`src/rtl/dwmc_pkg.sv`:
```
// shared types and constants for the dictionary word match counter
package dwmc_pkg;

  localparam int DICT_ENTRIES_DEF = 256;
  localparam int KEY_BYTES_DEF    = 32;
  localparam int RAW_BYTES        = 31;
  localparam int USED_W           = 9;
  localparam int INDEX_W          = 8;
  localparam int COUNT_W          = 31;

  localparam logic [COUNT_W-1:0] COUNT_MAX = {COUNT_W{1'b1}};

  typedef enum logic [1:0] {
    OP_LOAD  = 2'd0,
    OP_COUNT = 2'd1,
    OP_READ  = 2'd2,
    OP_NONE  = 2'd3
  } op_t;

  typedef enum logic {
    ST_IDLE,
    ST_SWEEP
  } state_t;

  typedef struct packed {
    logic [1:0]  operation;
    logic [7:0]  entry_index;
    logic [63:0] key_bytes_0_to_7;
    logic [63:0] key_bytes_8_to_15;
    logic [63:0] key_bytes_16_to_23;
    logic [55:0] key_bytes_24_to_30;
  } in_item_t;

  typedef struct packed {
    logic               matched;
    logic [INDEX_W-1:0] match_index;
    logic [COUNT_W-1:0] occurrence_count;
  } result_t;

  // transaction walking down the row of cells
  typedef struct packed {
    logic    valid;
    result_t res;
  } token_t;

  // command held by the controller and broadcast to every cell
  typedef struct packed {
    op_t                op;
    logic [INDEX_W-1:0] entry_index;
    logic [USED_W-1:0]  used;
  } bcast_t;

endpackage

```
`src/rtl/dwmc_cell.sv`:
```
// one dictionary cell: key, count and one stage of the result token
module dwmc_cell #(
  parameter int KEY_W = 248,
  parameter int IDX_W = 8
) (
  input  logic                 clk,
  input  logic                 rst,
  input  dwmc_pkg::bcast_t     cmd,
  input  logic [KEY_W-1:0]     word,
  input  logic [IDX_W-1:0]     sweep_idx,
  input  dwmc_pkg::token_t     tok_in,
  output dwmc_pkg::token_t     tok_out
);
  import dwmc_pkg::*;

  localparam int CW = (IDX_W > USED_W) ? IDX_W : USED_W;
  localparam int AW = (IDX_W > INDEX_W) ? IDX_W : INDEX_W;

  logic [KEY_W-1:0]   key;
  logic [COUNT_W-1:0] count;
  logic [COUNT_W-1:0] count_next;
  logic [COUNT_W-1:0] count_inc;
  token_t             tok_next;
  logic               in_use;
  logic               addressed;
  logic               hit;
  logic               load_here;

  always_comb begin
    in_use    = CW'(sweep_idx) < CW'(cmd.used);
    addressed = AW'(sweep_idx) == AW'(cmd.entry_index);
    hit       = tok_in.valid && (cmd.op == OP_COUNT) && in_use && (key == word);
    load_here = tok_in.valid && (cmd.op == OP_LOAD) && addressed;
    count_inc = (count == COUNT_MAX) ? count : count + COUNT_W'(1);

    count_next = count;
    if (hit) begin
      count_next = count_inc;
    end
    if (load_here) begin
      count_next = '0;
    end

    tok_next = tok_in;
    // lowest matching entry is the first one the token meets
    if (hit && !tok_in.res.matched) begin
      tok_next.res.matched          = 1'b1;
      tok_next.res.match_index      = INDEX_W'(sweep_idx);
      tok_next.res.occurrence_count = count_inc;
    end
    if (tok_in.valid && (cmd.op == OP_READ) && addressed) begin
      tok_next.res.occurrence_count = count;
    end
  end

  always_ff @(posedge clk) begin
    if (rst) begin
      count <= '0;
    end else begin
      count <= count_next;
    end
  end

  always_ff @(posedge clk) begin
    if (load_here) begin
      key <= word;
    end
  end

  always_ff @(posedge clk) begin
    if (rst) begin
      tok_out.valid <= 1'b0;
    end else begin
      tok_out.valid <= tok_next.valid;
    end
    tok_out.res <= tok_next.res;
  end

endmodule

```
`config.mk`:
```
export PLATFORM = sky130hd
export DESIGN_NAME = dwmc_cell
export DESIGN_NICKNAME = d
export VERILOG_FILES = /design/src/rtl/dwmc_pkg.sv /design/src/rtl/dwmc_cell.sv
export SDC_FILE = /design/constraint.sdc
export NUM_CORES = 1
export LEC_CHECK = 0
export BUFFER_PORTS_ARGS = -buffer_cell sky130_fd_sc_hd__buf_2
export CAP_MARGIN = 25
export CORE_MARGIN = 5
export CORE_UTILIZATION = 49
export CTS_BUF_LIST = sky130_fd_sc_hd__clkbuf_8
export CTS_CLUSTER_DIAMETER = 60
export DETAILED_ROUTE_END_ITERATION = 8
export HOLD_SLACK_MARGIN = 0.06
export PLACE_DENSITY_LB_ADDON = 0.25
export RECOVER_POWER = 50
export REMOVE_ABC_BUFFERS = 1
export SKIP_CTS_REPAIR_TIMING = 1
export SYNTH_ARGS = -nofsm -noshare
export SYNTH_HDL_FRONTEND = slang
export SYNTH_SLANG_ARGS = --single-unit
```
`constraint.sdc`:
```
create_clock -name clk -period 16.65 [get_ports clk]
set_input_delay 3.33 -clock clk [delete_from_list [all_inputs] [get_ports clk]]
set_output_delay 3.33 -clock clk [all_outputs]
set_load 0.02 [all_outputs]
```
### After elaboration in Yosys (flattened, before gate mapping)

Index checks and enable logic that the tools add are counted.

| cells by class | value |
|---|---|
| add/subtract/negate cells | 1 |
| $lt $le $gt $ge | 1 |
| equal/unequal tests | 5 |
| multiplexer cells | 3 |
| reduce and logical (&&, ||, !) cells | 11 |

Operators with widths:

| operator | count |
|---|---|
| $eq 248x248->1 | 1 |
| $mux 31 | 2 |
| $mux 39 | 1 |
| $add 31x1->31 const B | 1 |
| $eq 31x31->1 const B | 1 |
| $lt 8x9->1 | 1 |
| $eq 8x8->1 | 1 |
| $logic_and 1x1->1 | 8 |
| $eq 2x1->1 const B | 1 |
| $eq 2x2->1 const B | 1 |
| $logic_not 2->1 | 1 |
| $reduce_or 2->1 | 1 |
| $logic_not 1->1 | 1 |

| word-level totals | value |
|---|---|
| register bits after elaboration | 320 |
| bits of input ports | 318 |
| logic and storage cells | 27 |

### Depth between registers and ports, before layout

| depth | value |
|---|---|
| depth after elaboration | 7 |
| depth in mapped cells | 12 |
| mapped depth without buffers | 10 |

### Least setup slack after synthesis

Ideal clock, no wire load.

| path | value |
|---|---|
| kind | input -> register |
| from | input port sweep_idx[5] |
| to | register count[0] |
| arrival time | 16.738 ns |
| data required time | 16.522 ns |
| path slack | -0.215 ns |
| cell stages on the path | 8 |
| path buffers | 1 |
| path through | xor2_1 -> nor4_1 -> nand4_1 -> nor4b_1 -> nor2b_1 -> or2_2 -> clkbuf_1 -> nor2_1 |

| on the way | value |
|---|---|
| cells in the longest elaborated chain, start to end | 3 |
| elaborated cells between the ends (all ways) | 6 |
| those cells by class | 1 x order compare; 1 x eq/ne; 4 x reduce/logical |

RTL lines:

| item | line | source |
|---|---|---|
| from (decl) | dwmc_cell.sv:10 | `input logic [IDX_W-1:0] sweep_idx,` |
| $eq 8x8->1 | dwmc_cell.sv:31 | `addressed = AW'(sweep_idx) == AW'(cmd.entry_index);` |
| $logic_and 1x1->1 | dwmc_cell.sv:33 | `load_here = tok_in.valid && (cmd.op == OP_LOAD) && addressed;` |
| named net load_here | dwmc_cell.sv:27 | `logic load_here;` |
| $reduce_or 2->1 (no source line) | -- |  |
| to (signal assigned) | dwmc_cell.sv:60 | `count <= count_next;` |
| to (decl) | dwmc_cell.sv:20 | `logic [COUNT_W-1:0] count;` |

The timed path passes the listed nets, and every way through them passes these cells.
A chain may end at the register's enable or synchronous reset.

### Worst setup path after layout

| path | value |
|---|---|
| from | input port sweep_idx[5] |
| to | register key[101], enable pin |

| on the way | value |
|---|---|
| cells in the longest elaborated chain, start to end | 2 |

RTL lines:

| item | line | source |
|---|---|---|
| $eq 8x8->1 | dwmc_cell.sv:31 |  |
| $logic_and 1x1->1 | dwmc_cell.sv:33 |  |
| named net load_here | dwmc_cell.sv:27 |  |
| to (signal assigned) | dwmc_cell.sv:66 | `key <= word;` |
| to (decl) | dwmc_cell.sv:19 | `logic [KEY_W-1:0] key;` |

The timed path passes the listed nets, and every way through them passes these cells.

==> results by group <==
Status
  – Status: finished, violations left
  – Violated checks: max-capacitance violations, max-slew violations

Clocking
  – CTS root buf: clkbuf_8
  – H-tree levels: 2
  – Clock latency on the worst-skew pair: 560 ps
  – CTS tree: done
  – Max Root-Sink Buffers: 3
  – TritonCTS buffer count: 52
  – Clock-pin slew on the worst setup and hold paths: 60 ps
  – Total clock sinks: 320

Setup path
  – R2R setup slack: ~13000 ps
  – Setup CP Type: input port to flip-flop
  – Startpoint type of the worst setup path: input port
  – Max FO, Critical Path: 191
  – Crit. End Element: flip-flop
  – FF-to-FF path depth: 8
  – Critical Path RT: 16810 ps
  – CP Launch Point: sweep_idx[5]
  – Reg2reg end: tok_out[35]
  – WP data arrival: 8110 ps
  – Critical R2R Launch: key[246]

Worst hold path
  – Worst Hold Launch: count[1]
  – Worst Hold End: tok_out[1]
  – Hold crit path type: flip-flop to flip-flop
  – Hold path depth: 2

Cells and area
  – Layout cells sized above 1: around 9.9%
  – Fillers: 2498
  – Final instance area: roughly 17000 um2
  – Layout area overhead: 19.5%
  – Layout Cells excl Fill: 1926
  – Final core occ: between 50 and 60%
  – Final nets: about 1800

Placement
  – Detailed placer's ending HPWL: 25200 um
  – RePlAce Congestion: 0.840
  – Pre-CTS setup slack: about 9500 ps
  – Placed Cells incl. Taps: 1832
  – IO buf count: between 300 and 400
  – Placed Area: 16400 um2

STA
  – Fmax: 126 MHz
  – Final Setup Violations: 0
  – Final Hold Fails: 0
  – Worst hold slack: 529 ps
  – Slew Limit Headroom: -123%
  – Final Max Tran Viols: 59
  – Fin crit share: between 40% and 50%
  – Worst-margin pin slew: 3350 ps
  – Final worst-path setup slack: 8700 ps
  – Skew final: around 22 ps
  – RSZ-0062 raised after global routing: false
  – Fin crit period: 7950 ps
  – Fin Setup TNS: 0 ps

Global routing
  – Initial antenna violation count: 3
  – Global-route wire length before repair: 53100 um
  – Total Routing Usage GR: 20.1%
  – Vias in the first global route: around 10000
  – Global route overflow: 0
  – Largest net degree at the start of global routing: 192

Die
  – Num rows: 62
  – Die height: 180 um
  – Die ar.: 32400 um2
  – I/O Pins: roughly 360
  – Die X: 180 um
  – Initial Util: 49.5%
  – Core Area: 28600 um2

Synthesis
  – Number of synthesized flops with an enable pin: 248
  – Synth top area share: 52.5%
  – Post-Synth Simple-Gate Area: 14.1%
  – Cell Area, Synth: about 14000 um2
  – Largest family of logic cells by synthesized area: XOR/XNOR gates
  – Cell with the most instances after synthesis: edfxtp_1
  – Post-synth top area cell: edfxtp_1
  – Synth warn: 0
  – Synth cell types: 50
  – Ys async rst share: 0%
  – Compound-Gate Fraction of Synth Area: 5.52%
  – Synth top area cells: edfxtp_1 (53%), xor2_1 (11%), dfxtp_1 (10%)
  – Adder-cell share of the synthesized area: 0.706%
  – Seq cells post-synth: 320
  – Synth Area in XOR/XNOR: 14.2%
  – Syn_area_per_cell: 12.7 um2
  – Post-synthesis mux area share: less than 1%
  – Seq/Total Area, Yosys: 62.7%
  – Ys flop type: edfxtp_1
  – Post-synth top cells: edfxtp_1 (248), xor2_1 (180), nand2_1 (75)
  – Synthesized instance count: 1119

Routing
  – Routed via count: 10100
  – Via density: 5.26
  – Initial drt markers: approximately 610
  – Initial DRT Pass Iterations: 4
  – DR WL/cell: 17.6 um
  – DRC violations left: 0
  – Final WL: 33900 um
  – Detail Route Antenna Nets: 0

Power
  – Pwr/cell area: 94.2 nW/um2
  – Total Power: 1.60 mW
  – VDD IR-drop max: roughly 0.079 mV
  – LEAKAGE: 5.87 nW

Job
  – Max cap viols: 1
==> how the worst max path moves through the flow <==
| stage | to | slack [ps] |
|---|---|---|
| final | key[101] | 8700 |
| after global routing | key[23] | 8340 |
| after CTS | tok_out[32] | 10150 |
| after detailed placement | tok_out[32] | 9540 |
| after global placement | tok_out[34] | 9600 |
| after floorplan | count[0] | -320 |
==> final cells by class <==
class / count / area, um2 / area share (%)
multi-input combinational: 733 / 5010 / 29.6
antenna: 1 / 2.50 / 0.0148
clock buffer: 53 / 729 / 4.31
inverter: 31 / 116 / 0.687
tap: 384 / 480 / 2.84
timing repair buffer: 364 / 1480 / 8.76
clock inverter: 40 / 224 / 1.32
sequential: 320 / 8890 / 52.5
==> per-layer routing <==
layer / global-route usage, % / share of wire (%) / routed length (um)
met3: 5.97 / 8.8 / 2970
met2: 33.4 / 47 / 16000
met5: 0 / 0.080 / 27
met4: 6.68 / 3.2 / 1070
met1: 25.3 / 41 / 13800
==> flip-flops by register name, indices dropped and copies added, names as in the netlist <==
signal,flops
key,248
tok_out,41
count,31
==> power by group <==
group          leakage (nW)  switching [mW]  internal (mW)
Clock                 0.530           0.302          0.327
Combinational          2.51          0.0553         0.0440
Sequential             2.82         0.00233          0.865
==> cell families (layout without fill, tap and decap cells) <==
| family | count (synthesis) | in the layout |
|---|---|---|
| simple gates | 370 | 370 |
| buf+inv | 66 | 488 |
| compound gates | 116 | 116 |
| other cells | 0 | 1 |
| fa+ha+maj | 8 | 8 |
| mux | 9 | 9 |
| flops | 320 | 320 |
| xor+xnor | 230 | 230 |
==> critical path: stages <==
cell	delay, ps
clkbuf_1	110
xor2_1	170
nor4_1	290
nand4_1	150
nor4b_1	460
nor2b_1	300
clkbuf_1	2380
buf_12	770
==> layout by cell type, fill, tap and decap left out, types with 3 or more instances in the layout <==
cell type	count
clkbuf_8	53
and4_1	4
buf_4	4
xnor2_1	50
a22o_1	3
o22ai_1	6
clkbuf_1	290
a2bb2oi_1	28
dfxtp_1	72
nand2b_1	7
buf_2	69
or4_1	5
o21ai_0	29
nand2_1	75
xor2_1	180
or3_1	28
and3_1	5
inv_1	43
mux2_2	8
a21oi_1	29
clkinv_1	16
a2111oi_0	5
ha_1	8
clkinv_2	7
nor4_1	54
nor2_1	14
nor3_1	37
edfxtp_1	248
nand4_1	35
nand3_1	68
nor2b_1	22
and2_1	5
(Power assumes the default switching activity.)
