--- src/rtl/dwmc_pkg.sv ---
// shared types and constants for the dictionary word match counter
package dwmc_pkg;

  localparam int DICT_ENTRIES_DEF = 256;
  localparam int KEY_BYTES_DEF    = 32;
  localparam int RAW_BYTES        = 31;
  localparam int USED_W           = 9;
  localparam int INDEX_W          = 8;
  localparam int COUNT_W          = 31;

  localparam logic [COUNT_W-1:0] COUNT_MAX = {COUNT_W{1'b1}};

  typedef enum logic [1:0] {
    OP_LOAD  = 2'd0,
    OP_COUNT = 2'd1,
    OP_READ  = 2'd2,
    OP_NONE  = 2'd3
  } op_t;

  typedef enum logic {
    ST_IDLE,
    ST_SWEEP
  } state_t;

  typedef struct packed {
    logic [1:0]  operation;
    logic [7:0]  entry_index;
    logic [63:0] key_bytes_0_to_7;
    logic [63:0] key_bytes_8_to_15;
    logic [63:0] key_bytes_16_to_23;
    logic [55:0] key_bytes_24_to_30;
  } in_item_t;

  typedef struct packed {
    logic               matched;
    logic [INDEX_W-1:0] match_index;
    logic [COUNT_W-1:0] occurrence_count;
  } result_t;

  // transaction walking down the row of cells
  typedef struct packed {
    logic    valid;
    result_t res;
  } token_t;

  // command held by the controller and broadcast to every cell
  typedef struct packed {
    op_t                op;
    logic [INDEX_W-1:0] entry_index;
    logic [USED_W-1:0]  used;
  } bcast_t;

endpackage

--- src/rtl/dwmc_ctrl.sv ---
// controller: input capture, key cleanup, config register, sweep index
module dwmc_ctrl #(
  parameter int KEY_W = 248,
  parameter int IDX_W = 8
) (
  input  logic                          clk,
  input  logic                          rst,
  input  logic                          start,
  output logic                          busy,
  input  dwmc_pkg::in_item_t            item,
  input  logic                          cfg_valid,
  output logic                          cfg_ready,
  input  logic [dwmc_pkg::USED_W-1:0]   cfg_data,
  input  logic                          done,
  output dwmc_pkg::bcast_t              cmd,
  output logic [KEY_W-1:0]              word,
  output logic [IDX_W-1:0]              sweep_idx,
  output dwmc_pkg::token_t              tok0
);
  import dwmc_pkg::*;

  localparam int KEY_LEN = KEY_W / 8;

  state_t                 state;
  state_t                 state_next;
  logic                   accept;
  logic [RAW_BYTES*8-1:0] raw;
  logic [KEY_W-1:0]       canon;
  logic                   keep;
  logic [USED_W-1:0]      used;
  op_t                    op_in;
  op_t                    cmd_op;
  logic [INDEX_W-1:0]     cmd_index;

  always_comb begin
    raw = {item.key_bytes_24_to_30, item.key_bytes_16_to_23,
           item.key_bytes_8_to_15, item.key_bytes_0_to_7};
    // zero everything from the first zero byte on
    keep  = 1'b1;
    canon = '0;
    for (int b = 0; b < KEY_LEN; b++) begin
      keep = keep && (raw[8*b +: 8] != 8'd0);
      canon[8*b +: 8] = keep ? raw[8*b +: 8] : 8'd0;
    end
  end

  always_comb begin
    state_next = state;
    busy       = (state == ST_SWEEP);
    accept     = start && !busy;
    cfg_ready  = !busy;
    case (state)
      ST_IDLE: begin
        if (start) begin
          state_next = ST_SWEEP;
        end
      end
      ST_SWEEP: begin
        if (done) begin
          state_next = ST_IDLE;
        end
      end
      default: begin
        state_next = ST_IDLE;
      end
    endcase
  end

  always_ff @(posedge clk) begin
    if (rst) begin
      state <= ST_IDLE;
    end else begin
      state <= state_next;
    end
  end

  always_ff @(posedge clk) begin
    if (rst) begin
      used <= '0;
    end else if (cfg_valid && cfg_ready) begin
      used <= cfg_data;
    end
  end

  assign op_in = op_t'(item.operation);

  always_ff @(posedge clk) begin
    if (rst) begin
      tok0.valid <= 1'b0;
    end else begin
      tok0.valid <= accept;
    end
    if (accept) begin
      cmd_op          <= op_in;
      cmd_index       <= item.entry_index;
      word            <= canon;
      sweep_idx       <= '0;
      tok0.res.matched          <= 1'b0;
      tok0.res.occurrence_count <= '0;
      tok0.res.match_index      <= (op_in == OP_LOAD || op_in == OP_READ) ?
                                   item.entry_index : '0;
    end else if (busy) begin
      sweep_idx <= sweep_idx + IDX_W'(1);
    end
  end

  assign cmd = '{op: cmd_op, entry_index: cmd_index, used: used};

endmodule

--- config.mk ---
export PLATFORM = sky130hd
export DESIGN_NAME = dwmc_ctrl
export DESIGN_NICKNAME = d
export VERILOG_FILES = /design/src/rtl/dwmc_pkg.sv /design/src/rtl/dwmc_ctrl.sv
export SDC_FILE = /design/constraint.sdc
export NUM_CORES = 1
export LEC_CHECK = 0
export ABC_AREA = 1
export BUFFER_PORTS_ARGS = -buffer_cell sky130_fd_sc_hd__clkbuf_2
export CAP_MARGIN = 20
export CORE_AREA = 3 3 226 228
export CTS_CLUSTER_SIZE = 30
export DETAILED_ROUTE_END_ITERATION = 16
export DIE_AREA = 0 0 229 231
export PLACE_DENSITY = 0.47
export SETUP_SLACK_MARGIN = 0.15
export SYNTH_ARGS = -nofsm -noshare
export SYNTH_HDL_FRONTEND = slang
export SYNTH_SLANG_ARGS = --single-unit
--- constraint.sdc ---
create_clock -name clk -period 14.7 [get_ports clk]
set_clock_uncertainty 0.05 [all_clocks]
set_input_delay 0.735 -clock clk [delete_from_list [all_inputs] [get_ports clk]]
set_output_delay 0.735 -clock clk [all_outputs]
set_load 0.02 [all_outputs]
* Yosys cells after proc, flatten, opt, wreduce, memory -nomap -nowiden
Index checks and enable logic that the tools add are counted.
** Word-level totals
- Register bits after elaboration :: 285
- Output and inout bits :: 318
** Operators by class
- Eq/ne operators :: 1
- $add $sub $neg :: 1
- Reduce and logical (&&, ||, !) cells :: 66
- Bitwise operators :: 1
- Multiplexer cells :: 3
** Operators by type and width (count)
- nonzero test 8 bit :: 31
- logical AND 1 bit :: 32
- adder 8 x 1 -> 8 bit (second input constant) :: 1
- equality test 2 bit (second input constant) :: 1
- zero test 2 bit :: 1
- two-way mux 1 bit :: 2
- one-hot mux 1 bit (2 select lines) :: 1
- zero test 1 bit :: 1
- logical OR 1 bit :: 1
- inverter 1 bit :: 1

* Longest topological paths before layout
Gate-level depths: netlist of the first run.
- Word-level depth :: 31
- Gate-level depth with buffers :: 20
- Mapped depth without buffers :: 20

* Worst setup path before layout of the first run
Ideal clock, no wire load.
- Path type :: in2reg
- From :: input port start
- To :: register cmd_index[0], enable pin
- Data required time :: 14.032 ns
- Path buffers :: 0
- Slack :: 7.988 ns
- Setup time :: 0.618 ns
- Data arrival time :: 6.044 ns
- Stages :: 2
- Cell sequence :: nand2_1 -> inv_1
** Between the ends
- Cells in the longest elaborated chain, start to end :: 1
** RTL lines
- start, declared :: line dwmc_ctrl.sv:8 : input logic start,
- logical AND 1 bit :: line dwmc_ctrl.sv:50 : accept = start && !busy;
- named net accept :: line dwmc_ctrl.sv:26 : logic accept;
- end signal, assigned :: line dwmc_ctrl.sv:95 : cmd_index <= item.entry_index;
- end, declared :: line dwmc_ctrl.sv:33 : logic [INDEX_W-1:0] cmd_index;
The timed path passes the listed nets, and every way through them passes these cells.
A chain may end at the register's enable or synchronous reset.

* Worst setup path after layout of the first run
- From :: input port item[184] (netlist bit)
- To :: register word[236] (data pin)
** Between the ends
- Cells in the longest elaborated chain, start to end :: 30
** RTL lines
- start, declared :: line dwmc_ctrl.sv:10 : input dwmc_pkg::in_item_t item,
- nonzero test 8 bit :: line dwmc_ctrl.sv:42 : keep = keep && (raw[8*b +: 8] != 8'd0);
- logical AND 1 bit (29 in series) :: line dwmc_ctrl.sv:42
- end signal, assigned :: line dwmc_ctrl.sv:96 : word <= canon;
- end, declared :: line dwmc_ctrl.sv:16 : output logic [KEY_W-1:0] word,
No other way between the ends.

==> results of run 1 <==
[worst paths after layout]
kind,from,cells past startpoint,slack [ns],to
worst max-delay path,item[184],19,10.79,word[236]
worst min-delay path,item[185],1,0.35,word[1]
worst max register to register,busy,4,11.67,word[118]
worst min register to register,used[2],2,0.42,used[2]
[area by class of cell]
class / instances / area [um^2] / share of cell area, %
flip-flops and latches: 285 / 8370 / 51.2
repair buffers: 559 / 2800 / 17.2
multi-input cells: 474 / 2200 / 13.4
inverters: 271 / 1020 / 6.27
clock buffers: 40 / 937 / 5.74
well taps: 664 / 831 / 5.09
clock inverters: 16 / 176 / 1.08
[state kept, by name, indices dropped and copies added (netlist names)]
name and cells:
busy 1, word 248, sweep_idx 8, tok0 9, cmd_op 2, cmd_index 8, used 9
[metrics by stage]
stage	util [%]	area (um^2)	total power [mW]
3_3_place_gp	31.0	15200	1.27
3_5_place_dp	31.0	15200	1.27
5_1_grt	33.3	16300	2.19
6_report	33.3	16300	2.10
4_1_cts	33.3	16300	2.14
2_1_floorplan	-	11900	1.15
[routing by layer]
metal,vias up,wire (um),track usage (%),part of all wire [%]
met5,-,13,0,0.034
met4,2,1290,5.22,3.3
met3,70,3340,4.82,8.7
met2,421,19200,25.2,50
met1,4180,14500,15.3,38
li1,4431,-,-,-
[layout by cell type (no fill, tap or decap), drive strengths merged]
cell type / instances
o21ai: 2
nor3: 6
bufinv: 4
ha: 1
nor2: 272
conb: 32
inv: 269
clkbuf: 597
clkinv: 13
a21oi: 15
buf: 2
nor4: 50
or2: 1
nand3: 12
nand2: 70
edfxtp: 266
dfxtp: 19
clkinvlp: 1
nor3b: 1
nand4: 12
[power groups by stage]
stage | logic, mW | registers (mW) | clock network [mW]
4_1_cts | 0.274 | 0.976 | 0.886
5_1_grt | 0.294 | 0.980 | 0.914
3_3_place_gp | 0.275 | 0.991 | 0
6_report | 0.269 | 0.975 | 0.854
2_1_floorplan | 0.0813 | 1.07 | 0
3_5_place_dp | 0.274 | 0.992 | 0
[worst max-delay path, stage by stage]
cell and delay, ns:
sky130_fd_sc_hd__clkbuf_2 0.10, sky130_fd_sc_hd__nor2_1 0.05, sky130_fd_sc_hd__nand4_1 0.19, sky130_fd_sc_hd__nand3_4 0.17
sky130_fd_sc_hd__nor2_4 0.19, sky130_fd_sc_hd__nand4_4 0.18, sky130_fd_sc_hd__nor2_4 0.19, sky130_fd_sc_hd__nand4_4 0.17
sky130_fd_sc_hd__nor2_4 0.19, sky130_fd_sc_hd__nand4_4 0.23, sky130_fd_sc_hd__nor2_4 0.22, sky130_fd_sc_hd__nand4_4 0.18
sky130_fd_sc_hd__nor2_4 0.19, sky130_fd_sc_hd__nand4_4 0.21, sky130_fd_sc_hd__nor2_4 0.25, sky130_fd_sc_hd__nand4_4 0.20
sky130_fd_sc_hd__nor2_4 0.23, sky130_fd_sc_hd__nand3_2 0.20, sky130_fd_sc_hd__nor2_1 0.14
[cell families after synthesis]
| logic type | synth area share (%) |
|---|---|
| and+or+nand+nor | 16.8 |
| other | 0.0319 |
| DFF | 71.3 |
| AOI/OAI and AO/OA | 0.725 |
| buffers and inverters | 11.0 |
| adders and majority gates | 0.107 |
==> impl_metrics.tcl, run 1 <==
set metrics [dict create \
    worst_setup_hold_path_clk_slew_ns 0.06 \
    peak_fanout_along_the_critical_path 9 \
    final-max-slew-violation-count 0 \
    slew-limit-headroom_pct 32.1 \
    post_drt_wl_per_cell_um 16.6 \
    die-area_um2 52900 \
    synth.top_cells.by_count "268 x sky130_fd_sc_hd__inv_1, 266 x sky130_fd_sc_hd__edfxtp_1, 257 x sky130_fd_sc_hd__nor2_1" \
    antenna_cells 0 \
    power_frac_clock_pct 40.7 \
    design.core.area_um2 49100 \
    post-place-cells 2253 \
    grt_pass1_vias 9517 \
    post_synth.cell_area_avg_um2 11.3 \
    die-width_um 229 \
    grt_overflow_total 0 \
    share_of_synthesized_area_occupied_by_flip_flops_and_latches_pct 71.3 \
    drt_pre_antenna_iters 4 \
    cts_resized 0 \
    routed_wirelength_um 38400 \
    final_min_period_over_clock_period_pct 26.6 \
    yosys.cell_types.count 25 \
    grt_setup_unrepaired "false" \
    peakVddDrop_v 0.0000759 \
    post_synth_instance_area_um2 11700 \
    detailroute.via_count 9104 \
    worst_hold_path_type "in2reg" \
    hold_buffers 0 \
    synthToLayoutAreaGrowth_pct 39.1 \
    pwr-share-comb_pct 12.8 \
    hpwl_um 30900 \
    cts_setup_buffers 0 \
    synth_top_flop_cell "sky130_fd_sc_hd__edfxtp_1" \
    crit_path_end_kind "flip-flop" \
    num-fill-cells 5202 \
    crit_type "in2reg" \
    port-buffer-count 557 \
    layout-drive-gt1-share_pct 38.7 \
    worst-slew-pin-transition_ns 1.02 \
    post_synth_inst_count 1041 \
    gp_congestion 0.912 \
    cts_num_sinks 285 \
    floorplan.rows 81 \
    synth_largest_type_area_fraction_pct 68.0 \
    grt.total_usage_pct 14.0 \
    ctsLongestPathBuffers 3 \
    finalSetupViolations 0 \
    clock_insertion_delay_worst_skew_ns 0.52 \
    cts_inserted_buffers 35 \
    post_synth_main_area_contributors "sky130_fd_sc_hd__edfxtp_1 68%, sky130_fd_sc_hd__inv_1 8.6%, sky130_fd_sc_hd__nor2_1 8.2%" \
    largest_net_degree_at_the_start_of_global_routing 120 \
    detail_route.vias_per_cell 3.94 \
    initial_antenna_violation_count 2 \
    worstPathArrival_ns 4.22 \
    post_synthesis_cell_type_with_the_largest_combined_area "sky130_fd_sc_hd__edfxtp_1" \
    synth.most_common_cell "sky130_fd_sc_hd__inv_1" \
    critical_path.startpoint_type "input pin" \
    yosys_warnings 0 \
    timing.final.hold_violations 0 \
    stdcell_count 2309 \
    switching_power_uw 537 \
    async_flop_share_pct 0 \
    starting_density_of_the_core_pct 23.9 \
    p_leak_nw 7.98 \
    hold_ws_ns 0.351 \
    placement.setup.worst_slack_ns 10.16 \
    ioPinCount 590 \
    tritoncts_clock_tree "done" \
    finalWorstPathRequiredPeriod_ns 3.91 \
    drc_violation_count_after_routing 0 \
    grt_pass1_wl_um 56700 \
    synth_edf_count 266 \
    power-per-cell-area_nw_per_um2 128 \
    postRouteAntennaNets 0 \
    seq_cells_post_synth 285 \
    maxClockFrequency_mhz 256 \
    slack_of_the_critical_path_ns 10.79 \
    die_height_um 231 \
    seq_power_share_pct 46.5 \
    maximum_capacitance_violations 0 \
    num-nets-final 1899 \
    clock_tree.htree_level_count 2 \
    clk_root_buffer_cell "sky130_fd_sc_hd__clkbuf_16" \
    power.share.switching_pct 25.6 \
    detail_route.iter0.violations 328 \
    critPathRequiredTime_ns 15.02 \
    result_of_the_run "complete, no violations" \
    totalNegativeSetupSlack_ns 0 \
    internal_power_mw 1.56 \
]
Note: power is estimated with default switching activity, not from simulation.
==> run 2: changes to the inputs <==
--- a/config.mk
+++ b/config.mk
@@ -5,13 +5,13 @@
 export SDC_FILE = /design/constraint.sdc
 export NUM_CORES = 1
 export LEC_CHECK = 0
-export ABC_AREA = 1
+export ABC_AREA = 0
 export BUFFER_PORTS_ARGS = -buffer_cell sky130_fd_sc_hd__clkbuf_2
 export CAP_MARGIN = 20
-export CORE_AREA = 3 3 226 228
+export CORE_AREA = 3 3 231 233
 export CTS_CLUSTER_SIZE = 30
 export DETAILED_ROUTE_END_ITERATION = 16
-export DIE_AREA = 0 0 229 231
+export DIE_AREA = 0 0 234 236
 export PLACE_DENSITY = 0.47
 export SETUP_SLACK_MARGIN = 0.15
 export SYNTH_ARGS = -nofsm -noshare
==> constraint.sdc (replaced) <==
create_clock -name clk -period 3.8 [get_ports clk]
set_clock_uncertainty 0.05 [all_clocks]
set_input_delay 0.19 -clock clk [delete_from_list [all_inputs] [get_ports clk]]
set_output_delay 0.19 -clock clk [all_outputs]
set_load 0.02 [all_outputs]
==> run 2 against run 1 <==
Compared with the run above: area after synthesis rose by 4.8%; first-iteration DRC count is 55% higher; synthesized cell count fell by 5.6%; die area increased by 4.4%; non-clock buffer count is 305 higher; power grew to 3.9 times the previous value; via count is 23% higher; global-route usage rose by 2.6 points; design area up 20%; clock power grew to 3.6 times the previous value; sequential power increased to 3.9 times the previous value; routed wire length grew 25%; largest cell class unchanged; highest routed layer unchanged.
==> impl_metrics.tcl, run 2 <==
set metrics [dict create \
    result_of_the_run "complete, no violations" \
    detailroute.via_count 11200 \
    cpMaxStageDelayCell "sky130_fd_sc_hd__nand4_2" \
    ctsLongestPathBuffers 3 \
    post_synth_inst_count 983 \
    detail_route.iter0.violations 508 \
    cp_num_buf_inv 4 \
    die-width_um 234 \
    starting_density_of_the_core_pct 24.0 \
    crit_type "in2reg" \
    timing.final.hold_violations 0 \
    critPathTopFamily "simple AND/OR/NAND/NOR gates" \
    mostFrequentLayoutCell "sky130_fd_sc_hd__clkbuf_2" \
    grt_overflow_total 0 \
    post_synth.cell_area_avg_um2 12.5 \
    synth_edf_count 266 \
    clock_insertion_delay_worst_skew_ns 0.52 \
    instance_area_after_placement_um2 15700 \
    largest_net_degree_at_the_start_of_global_routing 97 \
    layout.cells.most_common_list "557 x sky130_fd_sc_hd__clkbuf_2, 279 x sky130_fd_sc_hd__dlygate4sd3_1, 266 x sky130_fd_sc_hd__edfxtp_1" \
    synth_largest_type_area_fraction_pct 64.9 \
    largest_register_ffs 248 \
    grt.total_usage_pct 16.6 \
    floorplan.rows 83 \
    synth.most_common_cell "sky130_fd_sc_hd__edfxtp_1" \
    ioPinCount 590 \
    final_min_period_over_clock_period_pct 70.9 \
    maxClockFrequency_mhz 371 \
    post_synth_instance_area_um2 12300 \
    hpwl_um 35200 \
    fraction_of_the_mapped_netlist_area_in_simple_logic_gates_pct 21.8 \
    tritoncts_clock_tree "done" \
    cpPeakStageDelay_ns 0.72 \
    async_flop_share_pct 0 \
    yosys.cell_types.count 42 \
    post_synth_main_area_contributors "sky130_fd_sc_hd__edfxtp_1 65%, sky130_fd_sc_hd__nor4_1 8.1%, sky130_fd_sc_hd__dfxtp_1 3.1%" \
    drc_violation_count_after_routing 0 \
    finalCoreUtilization_pct 38.1 \
    worst_hold_path.num_cells 3 \
    power-per-cell-area_nw_per_um2 419 \
    post_synthesis_cell_type_with_the_largest_combined_area "sky130_fd_sc_hd__edfxtp_1" \
    die_height_um 236 \
    peak_fanout_along_the_critical_path 36 \
    cells_along_the_critical_path "dlygate4sd3_1, clkbuf_2, nor4_1, nand2_1, buf_4, and3_1, buf_4, nand4_2, nor4_1" \
    final-max-slew-violation-count 0 \
    p_total_mw 8.20 \
    worst_setup_hold_path_clk_slew_ns 0.05 \
    grt_pass1_vias 11600 \
    worstPathArrival_ns 2.95 \
    crit_path_end_kind "flip-flop" \
    compound_gate_portion_of_the_synthesized_area_pct 1.40 \
    synth_top_flop_cell "sky130_fd_sc_hd__edfxtp_1" \
    slew-limit-headroom_pct 24.9 \
    synthToLayoutAreaGrowth_pct 59.0 \
    gp_congestion 0.845 \
    totalNegativeSetupSlack_ns 0 \
    cts_num_sinks 285 \
    finalSetupViolations 0 \
    placement.setup.worst_slack_ns 1.07 \
    largest_register "word" \
    p_leak_nw 8.61 \
    maximum_capacitance_violations 0 \
    postRouteAntennaNets 0 \
    worstRegToRegCells 2 \
    initial_antenna_violation_count 6 \
    critical_path.startpoint_type "input pin" \
    postLayoutCellArea_um2 19600 \
    cts_inserted_buffers 35 \
    synth.top_cells.by_count "266 x sky130_fd_sc_hd__edfxtp_1, 159 x sky130_fd_sc_hd__nor4_1, 101 x sky130_fd_sc_hd__inv_1" \
    grt_pass1_wl_um 69600 \
    yosys_warnings 0 \
    port-buffer-count 557 \
    num-nets-final 2085 \
    share_of_synthesized_area_occupied_by_flip_flops_and_latches_pct 68.0 \
    layout-drive-gt1-share_pct 35.3 \
    clk_root_buffer_cell "sky130_fd_sc_hd__clkbuf_16" \
    critPathRequiredTime_ns 4.05 \
    peakVddDrop_v 0.000321 \
    grt_setup_unrepaired "false" \
    routed_wirelength_um 48200 \
    critical_path_cell_count 9 \
    post_synth_fa_ha_maj_area_fraction_pct 0.102 \
    reg_top3 "word (248), tok0 (9), used (9)" \
    post_synth_xor_area_fraction_pct 0.285 \
    finalWorstPathRequiredPeriod_ns 2.69 \
    worst-slew-pin-transition_ns 1.12 \
    slack_of_the_critical_path_ns 1.11 \
    seq_cells_post_synth 285 \
    yosys-mux-area-fraction_pct 0 \
    combinational_family_with_the_most_area_after_synthesis "simple AND/OR/NAND/NOR gates" \
    drt_pre_antenna_iters 4 \
    detail_route.vias_per_cell 4.44 \
    design.core.area_um2 51400 \
    post_drt_wl_per_cell_um 19.1 \
    die-area_um2 55200 \
    worst_hold_path_type "in2reg" \
    clock_tree.htree_level_count 2 \
]
run 2: cell types whose count changed in the layout (fill, tap and decap cells not counted), sizes merged, moves of 36 or more:
cell | previous run | this run
inv | 269 | 103
dlygate4sd3 | 0 | 279
nor2 | 272 | 30
nor4 | 50 | 159
and2 | 0 | 45
nor3 | 6 | 42
run 2: path summary, 6_finish.rpt:
| path | startpoint | to | slack (ns) |
|---|---|---|---|
| setup reg to reg | busy | word[148] | 1.81 |
| hold / removal | item[7] | word[199] | 0.03 |
| hold reg to reg | sweep_idx[7] | sweep_idx[7] | 0.45 |
| setup / recovery | item[187] | word[178] | 1.11 |
run 2: timing repair:
action	CTS	global route
hold buffers	279	0
endpoints found under the hold margin	277	0
resized for setup	0	0
setup buffers	0	0
run 2: worst min-delay path: stages:
cell and delay [ns]:
sky130_fd_sc_hd__clkbuf_2 0.12, sky130_fd_sc_hd__nand3_1 0.08, sky130_fd_sc_hd__nor4_1 0.04
run 2: area by class of cell:
class | count | area, um^2
antenna | 3 | 7.51
clock buffer | 47 | 962
clock inverter | 17 | 98.8
fill | 5111 | 31800
inverter | 102 | 383
multi-input combinational | 524 | 3050
sequential | 285 | 8370
tap | 680 | 851
timing repair buffer | 864 | 5850
run 2: stage by stage:
step	hold slack, ns	instances
final	0.0292	2522
after global routing	0.0300	2522
after CTS	0.0173	2519
after detailed placement	0.320	2176
after global placement	0.318	2176
after floorplan	0.211	1014
run 2: logic make-up (layout without fill, tap and decap cells):
family / Yosys count / after routing
and+or+nand+nor: 461 / 461
DFF: 285 / 285
buffers and inverters: 205 / 1030
adders and majority gates: 1 / 1
AOI/OAI and AO/OA: 26 / 26
other: 1 / 35
xor gates and xnor gates: 4 / 4
run 2: power by group:
group / switching, mW / leakage (nW) / internal (mW)
clock: 1.32 / 0.523 / 1.79
sequential: 0.0734 / 2.71 / 3.70
combinational: 0.773 / 5.37 / 0.543
run 2: routing by layer:
layer  share of wire, %  track usage [%]  routed length (um)
met5              0.085                0                  41
met4                3.8             6.42                1820
met3                9.0             5.74                4360
met2                 50             29.7               24100
met1                 37             17.8               17900
